==> src/design/frcb_pkg.sv <==
// package for the floppy read command builder
// holds the configuration and queue entry types, register indexes and command codes
// no dependencies
package frcb_pkg;

  localparam int unsigned CfgIdxW = 3;
  localparam int unsigned CfgDataW = 8;

  localparam logic [CfgIdxW-1:0] REG_SECTORS_PER_TRACK = 3'd0;
  localparam logic [CfgIdxW-1:0] REG_HEAD_COUNT        = 3'd1;
  localparam logic [CfgIdxW-1:0] REG_TRACK_COUNT       = 3'd2;
  localparam logic [CfgIdxW-1:0] REG_TRACK_STRETCH     = 3'd3;
  localparam logic [CfgIdxW-1:0] REG_GAP_LENGTH        = 3'd4;

  localparam logic [5:0] SPT_RESET = 6'd18;
  localparam logic [1:0] HEADS_RESET = 2'd2;
  localparam logic [7:0] TRACKS_RESET = 8'd80;
  localparam logic       STRETCH_RESET = 1'b0;
  localparam logic [7:0] GAP_RESET = 8'h1b;

  localparam logic [7:0] CMD_RECALIBRATE = 8'h07;
  localparam logic [7:0] CMD_SEEK        = 8'h0f;
  localparam logic [7:0] CMD_READ        = 8'he6;
  localparam logic [7:0] SIZE_CODE_512   = 8'h02;
  localparam logic [7:0] DATA_LENGTH     = 8'hff;

  // position of each word in the command sequence
  localparam logic [3:0] IDX_RECAL_OP    = 4'd0;
  localparam logic [3:0] IDX_RECAL_DRIVE = 4'd1;
  localparam logic [3:0] IDX_SEEK_OP     = 4'd2;
  localparam logic [3:0] IDX_SEEK_SEL    = 4'd3;
  localparam logic [3:0] IDX_SEEK_TRACK  = 4'd4;
  localparam logic [3:0] IDX_READ_OP     = 4'd5;
  localparam logic [3:0] IDX_READ_DRIVE  = 4'd6;
  localparam logic [3:0] IDX_READ_TRACK  = 4'd7;
  localparam logic [3:0] IDX_READ_HEAD   = 4'd8;
  localparam logic [3:0] IDX_READ_SECTOR = 4'd9;
  localparam logic [3:0] IDX_READ_SIZE   = 4'd10;
  localparam logic [3:0] IDX_READ_EOT    = 4'd11;
  localparam logic [3:0] IDX_READ_GAP    = 4'd12;
  localparam logic [3:0] IDX_READ_DTL    = 4'd13;

  typedef struct packed {
    logic [5:0] sectors_per_track;
    logic [1:0] head_count;
    logic [7:0] track_count;
    logic       track_stretch;
    logic [7:0] gap_length;
  } cfg_t;

  typedef struct packed {
    logic       err;
    logic [1:0] drive;
    logic [7:0] track;
    logic [1:0] head;
    logic [5:0] sector;
  } entry_t;

endpackage

==> src/design/frcb_front.sv <==
// front end: accepts requests, range checks them and splits the sector number
// into track, head and sector with a bit-serial divider; uses frcb_pkg
module frcb_front import frcb_pkg::*; (
  input  logic        clk_i,
  input  logic        rst_ni,
  input  cfg_t        cfg_i,
  input  logic        in_valid_i,
  output logic        in_ready_o,
  input  logic [1:0]  drive_i,
  input  logic [14:0] sector_number_i,
  input  logic        buffer_present_i,
  output logic        push_o,
  output entry_t      push_entry_o,
  input  logic        push_ready_i
);

  localparam logic [1:0] ST_IDLE = 2'd0;
  localparam logic [1:0] ST_DIV  = 2'd1;
  localparam logic [1:0] ST_PUSH = 2'd2;

  logic [1:0]  state_q, state_d;
  logic [2:0]  cnt_q, cnt_d;
  logic [7:0]  rem_q, rem_d;
  logic [7:0]  low_q, low_d;
  logic [7:0]  quo_q, quo_d;
  logic [1:0]  drive_q, drive_d;
  logic        err_q, err_d;

  logic [7:0]  divisor;
  logic [15:0] capacity;
  logic        reject;
  logic        accept;
  logic [8:0]  trial;
  logic        ge;
  logic [7:0]  spt_x1, spt_x2;
  logic [7:0]  sec_rem;
  logic [1:0]  head;

  // blocks per cylinder; the track quotient always fits eight bits once in range
  assign divisor  = {2'b00, cfg_i.sectors_per_track} * {6'b000000, cfg_i.head_count};
  assign capacity = {8'h00, divisor} * {8'h00, cfg_i.track_count};
  assign reject   = !buffer_present_i || ({1'b0, sector_number_i} >= capacity);

  assign push_o     = (state_q == ST_PUSH);
  assign in_ready_o = (state_q == ST_IDLE) || (push_o && push_ready_i);
  assign accept     = in_valid_i && in_ready_o;

  assign trial = {rem_q, low_q[7]};
  assign ge    = trial >= {1'b0, divisor};

  // head and sector from the remainder within the cylinder
  assign spt_x1 = {2'b00, cfg_i.sectors_per_track};
  assign spt_x2 = {1'b0, cfg_i.sectors_per_track, 1'b0};

  always_comb begin
    if (rem_q >= spt_x2) begin
      head    = 2'd2;
      sec_rem = rem_q - spt_x2;
    end else if (rem_q >= spt_x1) begin
      head    = 2'd1;
      sec_rem = rem_q - spt_x1;
    end else begin
      head    = 2'd0;
      sec_rem = rem_q;
    end
  end

  always_comb begin
    push_entry_o.err    = err_q;
    push_entry_o.drive  = drive_q;
    push_entry_o.track  = quo_q;
    push_entry_o.head   = head;
    push_entry_o.sector = sec_rem[5:0] + 6'd1;
  end

  always_comb begin
    state_d = state_q;
    cnt_d   = cnt_q;
    rem_d   = rem_q;
    low_d   = low_q;
    quo_d   = quo_q;
    drive_d = drive_q;
    err_d   = err_q;
    case (state_q)
      ST_DIV: begin
        rem_d = ge ? 8'(trial - {1'b0, divisor}) : trial[7:0];
        quo_d = {quo_q[6:0], ge};
        low_d = {low_q[6:0], 1'b0};
        cnt_d = cnt_q + 3'd1;
        if (cnt_q == 3'd7) begin
          state_d = ST_PUSH;
        end
      end
      ST_PUSH: begin
        if (push_ready_i) begin
          state_d = ST_IDLE;
        end
      end
      default: begin
        state_d = ST_IDLE;
      end
    endcase
    if (accept) begin
      drive_d = drive_i;
      err_d   = reject;
      rem_d   = {1'b0, sector_number_i[14:8]};
      low_d   = sector_number_i[7:0];
      quo_d   = 8'h00;
      cnt_d   = 3'd0;
      state_d = reject ? ST_PUSH : ST_DIV;
    end
  end

  always_ff @(posedge clk_i or negedge rst_ni) begin
    if (!rst_ni) begin
      state_q <= ST_IDLE;
      cnt_q   <= 3'd0;
    end else begin
      state_q <= state_d;
      cnt_q   <= cnt_d;
    end
  end

  always_ff @(posedge clk_i) begin
    rem_q   <= rem_d;
    low_q   <= low_d;
    quo_q   <= quo_d;
    drive_q <= drive_d;
    err_q   <= err_d;
  end

endmodule

==> src/design/frcb_fifo.sv <==
// short queue of decoded requests between the front and back ends
// uses frcb_pkg for the entry type
module frcb_fifo import frcb_pkg::*; #(
  parameter int unsigned Depth = 2
) (
  input  logic   clk_i,
  input  logic   rst_ni,
  input  logic   push_i,
  input  entry_t push_entry_i,
  output logic   push_ready_o,
  output logic   pop_valid_o,
  output entry_t pop_entry_o,
  input  logic   pop_i
);

  localparam int unsigned PtrW = (Depth > 1) ? $clog2(Depth) : 1;
  localparam int unsigned CntW = $clog2(Depth + 1);
  localparam logic [PtrW-1:0] PtrLast = PtrW'(Depth - 1);
  localparam logic [CntW-1:0] CntFull = CntW'(Depth);

  entry_t          mem_q [Depth];
  logic [PtrW-1:0] wr_ptr_q, wr_ptr_d;
  logic [PtrW-1:0] rd_ptr_q, rd_ptr_d;
  logic [CntW-1:0] count_q, count_d;
  logic            do_push, do_pop;

  assign push_ready_o = (count_q != CntFull);
  assign pop_valid_o  = (count_q != '0);
  assign pop_entry_o  = mem_q[rd_ptr_q];
  assign do_push      = push_i && push_ready_o;
  assign do_pop       = pop_i && pop_valid_o;

  always_comb begin
    wr_ptr_d = wr_ptr_q;
    rd_ptr_d = rd_ptr_q;
    count_d  = count_q;
    if (do_push) begin
      wr_ptr_d = (wr_ptr_q == PtrLast) ? '0 : wr_ptr_q + PtrW'(1);
    end
    if (do_pop) begin
      rd_ptr_d = (rd_ptr_q == PtrLast) ? '0 : rd_ptr_q + PtrW'(1);
    end
    if (do_push && !do_pop) begin
      count_d = count_q + CntW'(1);
    end else if (do_pop && !do_push) begin
      count_d = count_q - CntW'(1);
    end
  end

  always_ff @(posedge clk_i or negedge rst_ni) begin
    if (!rst_ni) begin
      wr_ptr_q <= '0;
      rd_ptr_q <= '0;
      count_q  <= '0;
    end else begin
      wr_ptr_q <= wr_ptr_d;
      rd_ptr_q <= rd_ptr_d;
      count_q  <= count_d;
    end
  end

  always_ff @(posedge clk_i) begin
    if (do_push) begin
      mem_q[wr_ptr_q] <= push_entry_i;
    end
  end

endmodule

==> src/design/frcb_back.sv <==
// back end: walks the fourteen command words of each queued request into an
// output register, or one error word for a rejected request; uses frcb_pkg
module frcb_back import frcb_pkg::*; (
  input  logic       clk_i,
  input  logic       rst_ni,
  input  cfg_t       cfg_i,
  input  logic       head_valid_i,
  input  entry_t     head_entry_i,
  output logic       pop_o,
  output logic       out_valid_o,
  input  logic       out_ready_i,
  output logic [7:0] command_byte_o,
  output logic       error_o,
  output logic       last_o
);

  logic [3:0] idx_q, idx_d;
  logic       out_valid_q, out_valid_d;
  logic [7:0] byte_q, byte_d;
  logic       err_q, last_q;
  logic       slot_free, emit, is_last;
  logic [7:0] trk_seek_byte;

  assign slot_free = !out_valid_q || out_ready_i;
  assign emit      = head_valid_i && slot_free;
  assign is_last   = head_entry_i.err || (idx_q == IDX_READ_DTL);
  assign pop_o     = emit && is_last;

  assign trk_seek_byte = cfg_i.track_stretch ? {head_entry_i.track[6:0], 1'b0}
                                             : head_entry_i.track;

  always_comb begin
    case (idx_q)
      IDX_RECAL_OP:    byte_d = CMD_RECALIBRATE;
      IDX_RECAL_DRIVE: byte_d = {6'd0, head_entry_i.drive};
      IDX_SEEK_OP:     byte_d = CMD_SEEK;
      IDX_SEEK_SEL:    byte_d = {4'd0, head_entry_i.head, head_entry_i.drive};
      IDX_SEEK_TRACK:  byte_d = trk_seek_byte;
      IDX_READ_OP:     byte_d = CMD_READ;
      IDX_READ_DRIVE:  byte_d = {6'd0, head_entry_i.drive};
      IDX_READ_TRACK:  byte_d = head_entry_i.track;
      IDX_READ_HEAD:   byte_d = {6'd0, head_entry_i.head};
      IDX_READ_SECTOR: byte_d = {2'd0, head_entry_i.sector};
      IDX_READ_SIZE:   byte_d = SIZE_CODE_512;
      IDX_READ_EOT:    byte_d = {2'd0, cfg_i.sectors_per_track};
      IDX_READ_GAP:    byte_d = cfg_i.gap_length;
      IDX_READ_DTL:    byte_d = DATA_LENGTH;
      default:         byte_d = 8'h00;
    endcase
    if (head_entry_i.err) begin
      byte_d = 8'h00;
    end
  end

  always_comb begin
    idx_d       = idx_q;
    out_valid_d = out_valid_q;
    if (emit) begin
      idx_d       = is_last ? IDX_RECAL_OP : idx_q + 4'd1;
      out_valid_d = 1'b1;
    end else if (out_ready_i) begin
      out_valid_d = 1'b0;
    end
  end

  always_ff @(posedge clk_i or negedge rst_ni) begin
    if (!rst_ni) begin
      idx_q       <= IDX_RECAL_OP;
      out_valid_q <= 1'b0;
    end else begin
      idx_q       <= idx_d;
      out_valid_q <= out_valid_d;
    end
  end

  always_ff @(posedge clk_i) begin
    if (emit) begin
      byte_q <= byte_d;
      err_q  <= head_entry_i.err;
      last_q <= is_last;
    end
  end

  assign out_valid_o    = out_valid_q;
  assign command_byte_o = byte_q;
  assign error_o        = err_q;
  assign last_o         = last_q;

endmodule

==> src/design/floppy_read_command_builder.sv <==
// top level of the floppy read command builder
// holds the configuration registers and joins frcb_front, frcb_fifo and frcb_back
//
// A request (drive, linear sector, buffer flag) is checked against
// heads*tracks*sectors and either rejected with one error word or turned into
// fourteen controller words: recalibrate, seek and read. Output words leave at
// one per cycle from an output register while out_ready_i is high, so a valid
// request gives fourteen output words and a rejected one gives one. The front
// end splits the sector number in a restoring divider at one quotient bit per
// cycle, hands the entry to the queue and runs ahead through a QueueDepth-entry
// queue, so it can split new requests while earlier words still go out.
// Configuration is written through cfg_we_i, cfg_index_i and cfg_data_i and
// must only change while no request is in flight.
module floppy_read_command_builder import frcb_pkg::*; #(
  parameter int unsigned QueueDepth = 2
) (
  input  logic                clk_i,
  input  logic                rst_ni,
  input  logic                cfg_we_i,
  input  logic [CfgIdxW-1:0]  cfg_index_i,
  input  logic [CfgDataW-1:0] cfg_data_i,
  input  logic                in_valid_i,
  output logic                in_ready_o,
  input  logic [1:0]          drive_i,
  input  logic [14:0]         sector_number_i,
  input  logic                buffer_present_i,
  output logic                out_valid_o,
  input  logic                out_ready_i,
  output logic [7:0]          command_byte_o,
  output logic                error_o,
  output logic                last_o
);

  cfg_t   cfg_q;
  logic   push, push_ready, head_valid, pop;
  entry_t push_entry, head_entry;

  always_ff @(posedge clk_i or negedge rst_ni) begin
    if (!rst_ni) begin
      cfg_q.sectors_per_track <= SPT_RESET;
      cfg_q.head_count        <= HEADS_RESET;
      cfg_q.track_count       <= TRACKS_RESET;
      cfg_q.track_stretch     <= STRETCH_RESET;
      cfg_q.gap_length        <= GAP_RESET;
    end else if (cfg_we_i) begin
      case (cfg_index_i)
        REG_SECTORS_PER_TRACK: cfg_q.sectors_per_track <= cfg_data_i[5:0];
        REG_HEAD_COUNT:        cfg_q.head_count        <= cfg_data_i[1:0];
        REG_TRACK_COUNT:       cfg_q.track_count       <= cfg_data_i;
        REG_TRACK_STRETCH:     cfg_q.track_stretch     <= cfg_data_i[0];
        REG_GAP_LENGTH:        cfg_q.gap_length        <= cfg_data_i;
        default: ;
      endcase
    end
  end

  frcb_front u_front (
    .clk_i            (clk_i),
    .rst_ni           (rst_ni),
    .cfg_i            (cfg_q),
    .in_valid_i       (in_valid_i),
    .in_ready_o       (in_ready_o),
    .drive_i          (drive_i),
    .sector_number_i  (sector_number_i),
    .buffer_present_i (buffer_present_i),
    .push_o           (push),
    .push_entry_o     (push_entry),
    .push_ready_i     (push_ready)
  );

  frcb_fifo #(
    .Depth (QueueDepth)
  ) u_fifo (
    .clk_i        (clk_i),
    .rst_ni       (rst_ni),
    .push_i       (push),
    .push_entry_i (push_entry),
    .push_ready_o (push_ready),
    .pop_valid_o  (head_valid),
    .pop_entry_o  (head_entry),
    .pop_i        (pop)
  );

  frcb_back u_back (
    .clk_i          (clk_i),
    .rst_ni         (rst_ni),
    .cfg_i          (cfg_q),
    .head_valid_i   (head_valid),
    .head_entry_i   (head_entry),
    .pop_o          (pop),
    .out_valid_o    (out_valid_o),
    .out_ready_i    (out_ready_i),
    .command_byte_o (command_byte_o),
    .error_o        (error_o),
    .last_o         (last_o)
  );

endmodule

==> config.mk <==
export PLATFORM = sky130hd
export DESIGN_NAME = floppy_read_command_builder
export DESIGN_NICKNAME = d
export VERILOG_FILES = /design/src/design/frcb_pkg.sv /design/src/design/frcb_front.sv /design/src/design/frcb_fifo.sv /design/src/design/frcb_back.sv /design/src/design/floppy_read_command_builder.sv
export SDC_FILE = /design/constraint.sdc
export NUM_CORES = 1
export LEC_CHECK = 0
export ABC_AREA = 1
export BUFFER_PORTS_ARGS = -buffer_cell sky130_fd_sc_hd__buf_2
export CORE_UTILIZATION = 30
export CTS_BUF_LIST = sky130_fd_sc_hd__clkbuf_4
export CTS_CLUSTER_SIZE = 14
export DETAILED_ROUTE_END_ITERATION = 8
export GPL_ROUTABILITY_DRIVEN = 0
export GPL_TIMING_DRIVEN = 0
export HOLD_SLACK_MARGIN = 0.08
export PLACE_DENSITY = 0.43
export RECOVER_POWER = 100
export SYNTH_ARGS = -nofsm -noshare
export SYNTH_HDL_FRONTEND = slang
export SYNTH_SLANG_ARGS = --single-unit
==> constraint.sdc <==
create_clock -name clk_i -period 6 [get_ports clk_i]
set_clock_uncertainty 0.05 [all_clocks]
set_input_delay 0.9 -clock clk_i [delete_from_list [all_inputs] [get_ports clk_i]]
set_output_delay 0.9 -clock clk_i [all_outputs]
set_load 0.005 [all_outputs]
==> flow_summary.toml, run 1 <==
[drt]
drc = 0
route.detailed.wl_per_inst_um = 14.8
routed_wl_mm = 22.3
drtPass1Iterations = 4
final_antenna_net_count = 0
drt_iter0_markers = 307
viasPerCell = 4.48
vias = 6751

[clock_network]
cts_tree = "yes"
hold_buffers = 0
h-tree-depth = 4
root_buffer = "clkbuf_4"
clk_latency_ns = 0.54
clockBufferDepth = 2
clkSinkCount = 114
clk_pin_slew_worst_paths_ns = 0.12
cts_made_buffers = 17

[grt]
grt_pass1_wl_mm = 36.4
grt_pass1_vias = 6810
grtUsageTotal_pct = 16.4
gr-total-overflow = 0
grt_start_max_net_pins = 40
antenna_found_initial = 1

[floorplan]
io_pins = 46
die_x_um = 171
fp.coreArea_mm2 = 0.0279
die_height_um = 171
rows = 61
dieArea_mm2 = 0.0292
start_util_pct = 30.6

[critical_path]
cp_top_family = "adder cells"
cp_slowest_cell = "dfstp_2"
critPathCaptureType = "register"
max_stage_delay_ns = 0.59
path_buf_inv = 6
crit_arrival_ns = 6.61
path_max_fanout = 8
required_ns = 6.38
start_kind = "register"
crit_type = "register to register"

[power_and_ir_drop]
power.density_mw_per_mm2 = 445
p_total_mw = 4.45
leakage_nw = 4.88
ir_worst_vdd_v = 0.000156

[layout]
final_util_pct = 35.8
nets = 1272
final_cell_mix = "234 x nand2_1, 170 x inv_1, 98 x nor2_1, 77 x ha_1, 66 x edfxtp_1"
syn2layout_area_growth_pct = 17.0
final_common_cell = "nand2_1"
drive_gt1_share_pct = 16.2
fill_cells = 3009
layoutNonFillerInstCount = 1507

[timing]
slew_headroom_pct = -58.1
min_period_ns = 6.23
fmax_mhz = 161
final-hold-violation-count = 0
worstMarginPinSlew_ns = 2.37
maxSlewViolCount = 40
fin_crit_sh_pct = 104
rsz0062_at_grt = "true"
setup_viol = 3
fin_ws_ns = -0.226
hold_ws_ns = 0.403

[status]
status = "complete, but fails checks"
violations = "capacitance limit, slew limit, setup timing"

[min_path]
worstHoldPathType = "register to register"

[flow_run]
cap_violations = 1

[synthesis]
synth.area.top_cells = "edfxtp_1 23%, ha_1 12%, nand2_1 11%"
synth_area_per_cell_um2 = 8.38
async_flop_share_pct = 34.2
synth_top_area_share_pct = 23.2
synth_edf_count = 66
yosys.area.top_type = "edfxtp_1"
syn-cell-area_mm2 = 0.00855
synthFlopType = "edfxtp_1"
ys_ff_latch = 114
syn-num-nets = 1178
ys_warn_count = 0
yosysUniqueCellTypes = 47
ys_seq_area_share_pct = 36.8
synthCells = 1020

[placement]
dp_hpwl_mm = 17.3
portBuffers = 45
dp_cells = 1445
-- registers in the layout, indices dropped and copies added, names as in the netlist, 2 cells and up --
register and cells:
u_front.state_q 2, u_front.quo_q 8, u_fifo.count_q 2, u_front.cnt_q 3, u_fifo.mem_q 38, u_front.rem_q 8, u_back.command_byte_o 8, cfg_q 25
u_front.low_q 8, u_front.drive_q 2, u_back.idx_q 4
-- where the power goes --
group          switching (mW)  total (mW)  internal [mW]
registers               0.168        1.42           1.25
clock network           0.336       0.509          0.173
logic                    1.59        2.52          0.924
total                    2.10        4.45           2.35
-- cells by family after synthesis --
logic type	after synthesis	share of synthesized area [%]
compound gates	125	8.62
xor+xnor	31	3.26
fa+ha+maj	124	21.7
buf+inv	196	8.70
flops	114	36.8
mux	6	0.703
simple gates	424	20.2
-- through the flow --
step           setup slack, ns  TNS, ns  instance area, µm²
6_report                -0.226   -0.628               10000
5_1_grt                 -0.589    -1.70                9990
4_1_cts                 -0.338   -0.949                9970
3_5_place_dp             -1.14    -3.29                9310
3_3_place_gp             -1.15    -3.28                9250
2_1_floorplan           0.0152        0                8550
-- synthesized netlist by cell type, types with 4 or more instances --
cell / n
dfxtp_1: 9
nand4_1: 4
mux2i_1: 6
a21oi_1: 37
nand2_1: 243
xnor2_1: 16
dfstp_2: 9
xor2_1: 14
dfrtp_1: 30
nand2_2: 6
nand3_1: 49
a22oi_1: 7
edfxtp_1: 66
fa_1: 40
buf_2: 4
nor2_1: 106
clkbuf_1: 8
ha_1: 84
inv_1: 178
a211oi_1: 4
o21ai_0: 46
a21o_1: 5
inv_2: 4
-- worst register-to-register path, delay by kind of cell, from the launching register on --
kind / cells / cell delay [ns]
AOI/OAI and AO/OA: 3 / 0.47
xor gates and xnor gates: 2 / 0.52
adders and majority gates: 7 / 2.79
buffers and inverters: 6 / 0.57
DFF: 1 / 0.59
and+or+nand+nor: 15 / 1.14
-- routing by layer --
metal	routed length [µm]	vias up	global-route usage, %
li1	-	3471	-
met4	246	0	4.03
met5	0	-	0
met1	10700	3163	21.9
met3	641	11	2.54
met2	10700	106	27.8
-- layout make-up --
type	instances	area (µm²)	area share [%]
Inverter	184	694	6.95
Antenna cell	2	5.00	0.0501
Sequential cell	114	3150	31.5
Buffer	12	48.8	0.488
Clock inverter	14	109	1.09
Tap cell	378	473	4.73
Timing Repair Buffer	75	448	4.48
Clock buffer	18	135	1.35
Multi-Input combinational cell	710	4930	49.3
-- repair_timing --
item                                    CTS  global route
pin swaps                                42            29
endpoints found under the hold margin     0             0
endpoints found under the setup margin    3             3
gates resized for setup                  51            25
cloned                                    0             0
setup buffers                            25             3
-- path summary, 6_finish.rpt --
kind,from,to,slack [ns],depth (start not counted)
setup / recovery,cfg_q[18],u_front.state_q[1],-0.23,33
hold / removal,u_front.drive_q[1],u_fifo.mem_q[1][17],0.40,0
setup reg to reg,cfg_q[18],u_front.state_q[1],-0.23,33
hold reg to reg,u_front.drive_q[1],u_fifo.mem_q[1][17],0.40,0
max in group asynchronous,rst_ni,cfg_q[19],3.36,1
min in group asynchronous,rst_ni,u_fifo.count_q[0],1.00,1
Power figures use the tool's default switching activity.
==> run 2: changes to the inputs <==
PLACE_DENSITY = 0.41   (was 0.43)
SYNTH_HIERARCHICAL = 1   (was default)
clock period = 5.85 ns   (was 6 ns; I/O delays follow)
==> run 2 against run 1 <==
Net effect:
- the run still ends with capacitance limit, slew limit, setup timing left
- largest power group unchanged
- largest cell class unchanged
- highest routed layer unchanged
- clock power up 25%
- die area up 6.4%
- maximum frequency about the same
==> flow_summary.toml, run 2 <==
[layout]
reg_top3 = "u_fifo/mem_q: 38 flops, cfg_q: 25 flops"
nets = 1360
final_common_cell = "nand2_1"
final_area_mm2 = 0.0105
drive_gt1_share_pct = 17.9
final_cell_mix = "322 x nand2_1, 159 x inv_1, 88 x nor2_1, 78 x ha_1, 75 x nand3_1"
largest_register_ffs = 38
regMostFlops = "u_fifo/mem_q"
syn2layout_area_growth_pct = 15.2

[timing]
min_period_ns = 6.22
fin_ws_ns = -0.373
final-hold-violation-count = 0
maxSlewViolCount = 40
fin_crit_sh_pct = 106
rsz0062_at_grt = "true"
slew_headroom_pct = -60.4
worstMarginPinSlew_ns = 2.41
fmax_mhz = 161
setup_viol = 3

[synthesis]
syn-num-nets = 1273
synth.area.top_cells = "edfxtp_1 22%, nand2_1 13%, ha_1 12%"
ys_seq_area_share_pct = 34.6
synthFlopType = "edfxtp_1"
ys_ff_latch = 114
synth_top_area_share_pct = 21.8
synth_area_per_cell_um2 = 8.16
yosys.area.top_type = "edfxtp_1"
syn-cell-area_mm2 = 0.00910
ys_warn_count = 6
synthCells = 1115
synthTopCellsByCount = "327 x nand2_1, 173 x inv_1, 94 x nor2_1"
yosysMostFrequentCell = "nand2_1"
async_flop_share_pct = 34.2
yosysUniqueCellTypes = 52
synth_edf_count = 66

[floorplan]
rows = 63
dieArea_mm2 = 0.0310
fp.coreArea_mm2 = 0.0297
die_height_um = 176
start_util_pct = 30.6
die_x_um = 176
io_pins = 46

[clock_network]
clk_latency_ns = 0.56
cts_tree = "yes"
clockBufferDepth = 2
h-tree-depth = 4
clk_pin_slew_worst_paths_ns = 0.13
clkSinkCount = 114
hold_buffers = 0
root_buffer = "clkbuf_4"
cts_made_buffers = 17

[status]
violations = "capacitance limit, slew limit, setup timing"
status = "complete, but fails checks"

[critical_path]
critPathCaptureType = "register"
crit_arrival_ns = 6.63
cp_slowest_cell = "dfstp_2"
crit_start = "cfg_q[18]"
r2r-start = "cfg_q[18]"
max_stage_delay_ns = 0.61
ff2ff_setup_slack_ns = -0.37
path_max_fanout = 5
start_kind = "register"
crit_type = "register to register"
required_ns = 6.25

[min_path]
worstHoldStart = "u_front/drive_q[1]"
worstHoldPathType = "register to register"

[grt]
gr-total-overflow = 0
grt_pass1_wl_mm = 38.3
grt_pass1_vias = 7081
grtUsageTotal_pct = 16.1
antenna_found_initial = 1
grt_start_max_net_pins = 40

[placement]
place_area_mm2 = 0.00994
portBuffers = 45
dp_hpwl_mm = 18.4

[power_and_ir_drop]
ir_worst_vdd_v = 0.000151
leakage_nw = 5.28
power.density_mw_per_mm2 = 457
p_total_mw = 4.79

[flow_run]
cap_violations = 1

[drt]
routed_wl_mm = 23.5
route.detailed.wl_per_inst_um = 14.6
final_antenna_net_count = 0
viasPerCell = 4.41
drt_iter0_markers = 334
drtPass1Iterations = 5
drc = 0
vias = 7085
[run 2: cell count changes in the layout (fill, tap and decap cells not counted), moves of 4 or more]
cell	previous run	this run
a21oi_1	30	25
inv_1	170	159
nand3_1	47	75
mux2i_1	6	0
o21ai_0	44	13
nor2_1	98	88
nand2_1	234	322
nand2_2	12	18
nor2_2	7	11
nand4_1	4	18
clkinv_1	0	4
inv_2	12	23
buf_6	2	8
[run 2: final timing paths]
check                                       to  cells past startpoint
max                         u_front/state_q[1]                     30
min                        u_fifo/mem_q[1][17]                      0
max reg2reg                 u_front/state_q[1]                     30
min reg2reg                u_fifo/mem_q[1][17]                      0
max in group asynchronous            cfg_q[17]                      1
min in group asynchronous   u_back/out_valid_o                      1
[run 2: metal layers]
layer / up-vias / GRT usage, % / routed length [µm]
li1: 3726 / - / -
met1: 3279 / 21.8 / 11600
met2: 70 / 26.7 / 11300
met3: 10 / 2.82 / 444
met4: 0 / 3.73 / 199
met5: - / 0 / 0
[run 2: stage by stage]
stage	worst slack, ns	hold slack [ns]	util, %	setup TNS [ns]	instances
6_report	-0.373	0.405	35.3	-1.09	1606
5_1_grt	-0.687	0.362	35.3	-2.01	1606
4_1_cts	-0.466	0.362	35.2	-1.32	1598
3_5_place_dp	-1.13	0.402	33.4	-3.31	1552
3_3_place_gp	-1.20	0.398	33.2	-3.46	1550
2_1_floorplan	0.000442	0.371	-	0	1115
[run 2: final cells by class]
type	instances	area, µm²
Inverter	186	716
Clock buffer	18	135
Antenna cell	1	2.50
Sequential cell	114	3150
Buffer	20	125
Multi-Input combinational cell	794	5300
Tap cell	390	488
Clock inverter	14	164
Fill cell	3244	19200
Timing Repair Buffer	69	404
[run 2: power breakdown]
part / leakage, nW / total, mW / internal (mW) / switching, mW
registers: 1.17 / 1.45 / 1.28 / 0.174
clock network: 0.151 / 0.634 / 0.298 / 0.336
logic: 3.95 / 2.71 / 0.985 / 1.72
total: 5.28 / 4.79 / 2.56 / 2.23
[run 2: cells by family (layout without fill, tap and decap cells)]
| kind of cell | count (synthesis) | count (layout) | share of synthesized area [%] |
|---|---|---|---|
| AO/OA/AOI/OAI | 78 | 78 | 5.29 |
| XOR/XNOR | 29 | 29 | 2.95 |
| adder cells (fa/ha/maj) | 124 | 124 | 20.3 |
| buffers and inverters | 207 | 307 | 9.29 |
| flip-flops | 114 | 114 | 34.6 |
| other | 0 | 1 | 0 |
| AND/OR/NAND/NOR | 563 | 563 | 27.5 |
[run 2: worst max-delay path: cells and delay by family (launching register included)]
kind	cells	cell delay, ns
buffers and inverters	5	0.52
adders and majority gates	6	2.42
AOI/OAI and AO/OA	5	0.80
DFF	1	0.61
and+or+nand+nor	12	1.51
xor gates and xnor gates	2	0.22
[run 2: what timing repair did]
item	CTS	global route
setup endpoints to repair	3	3
resized for setup	30	37
pin swaps	29	37
buffers inserted	15	7
cloned	0	0
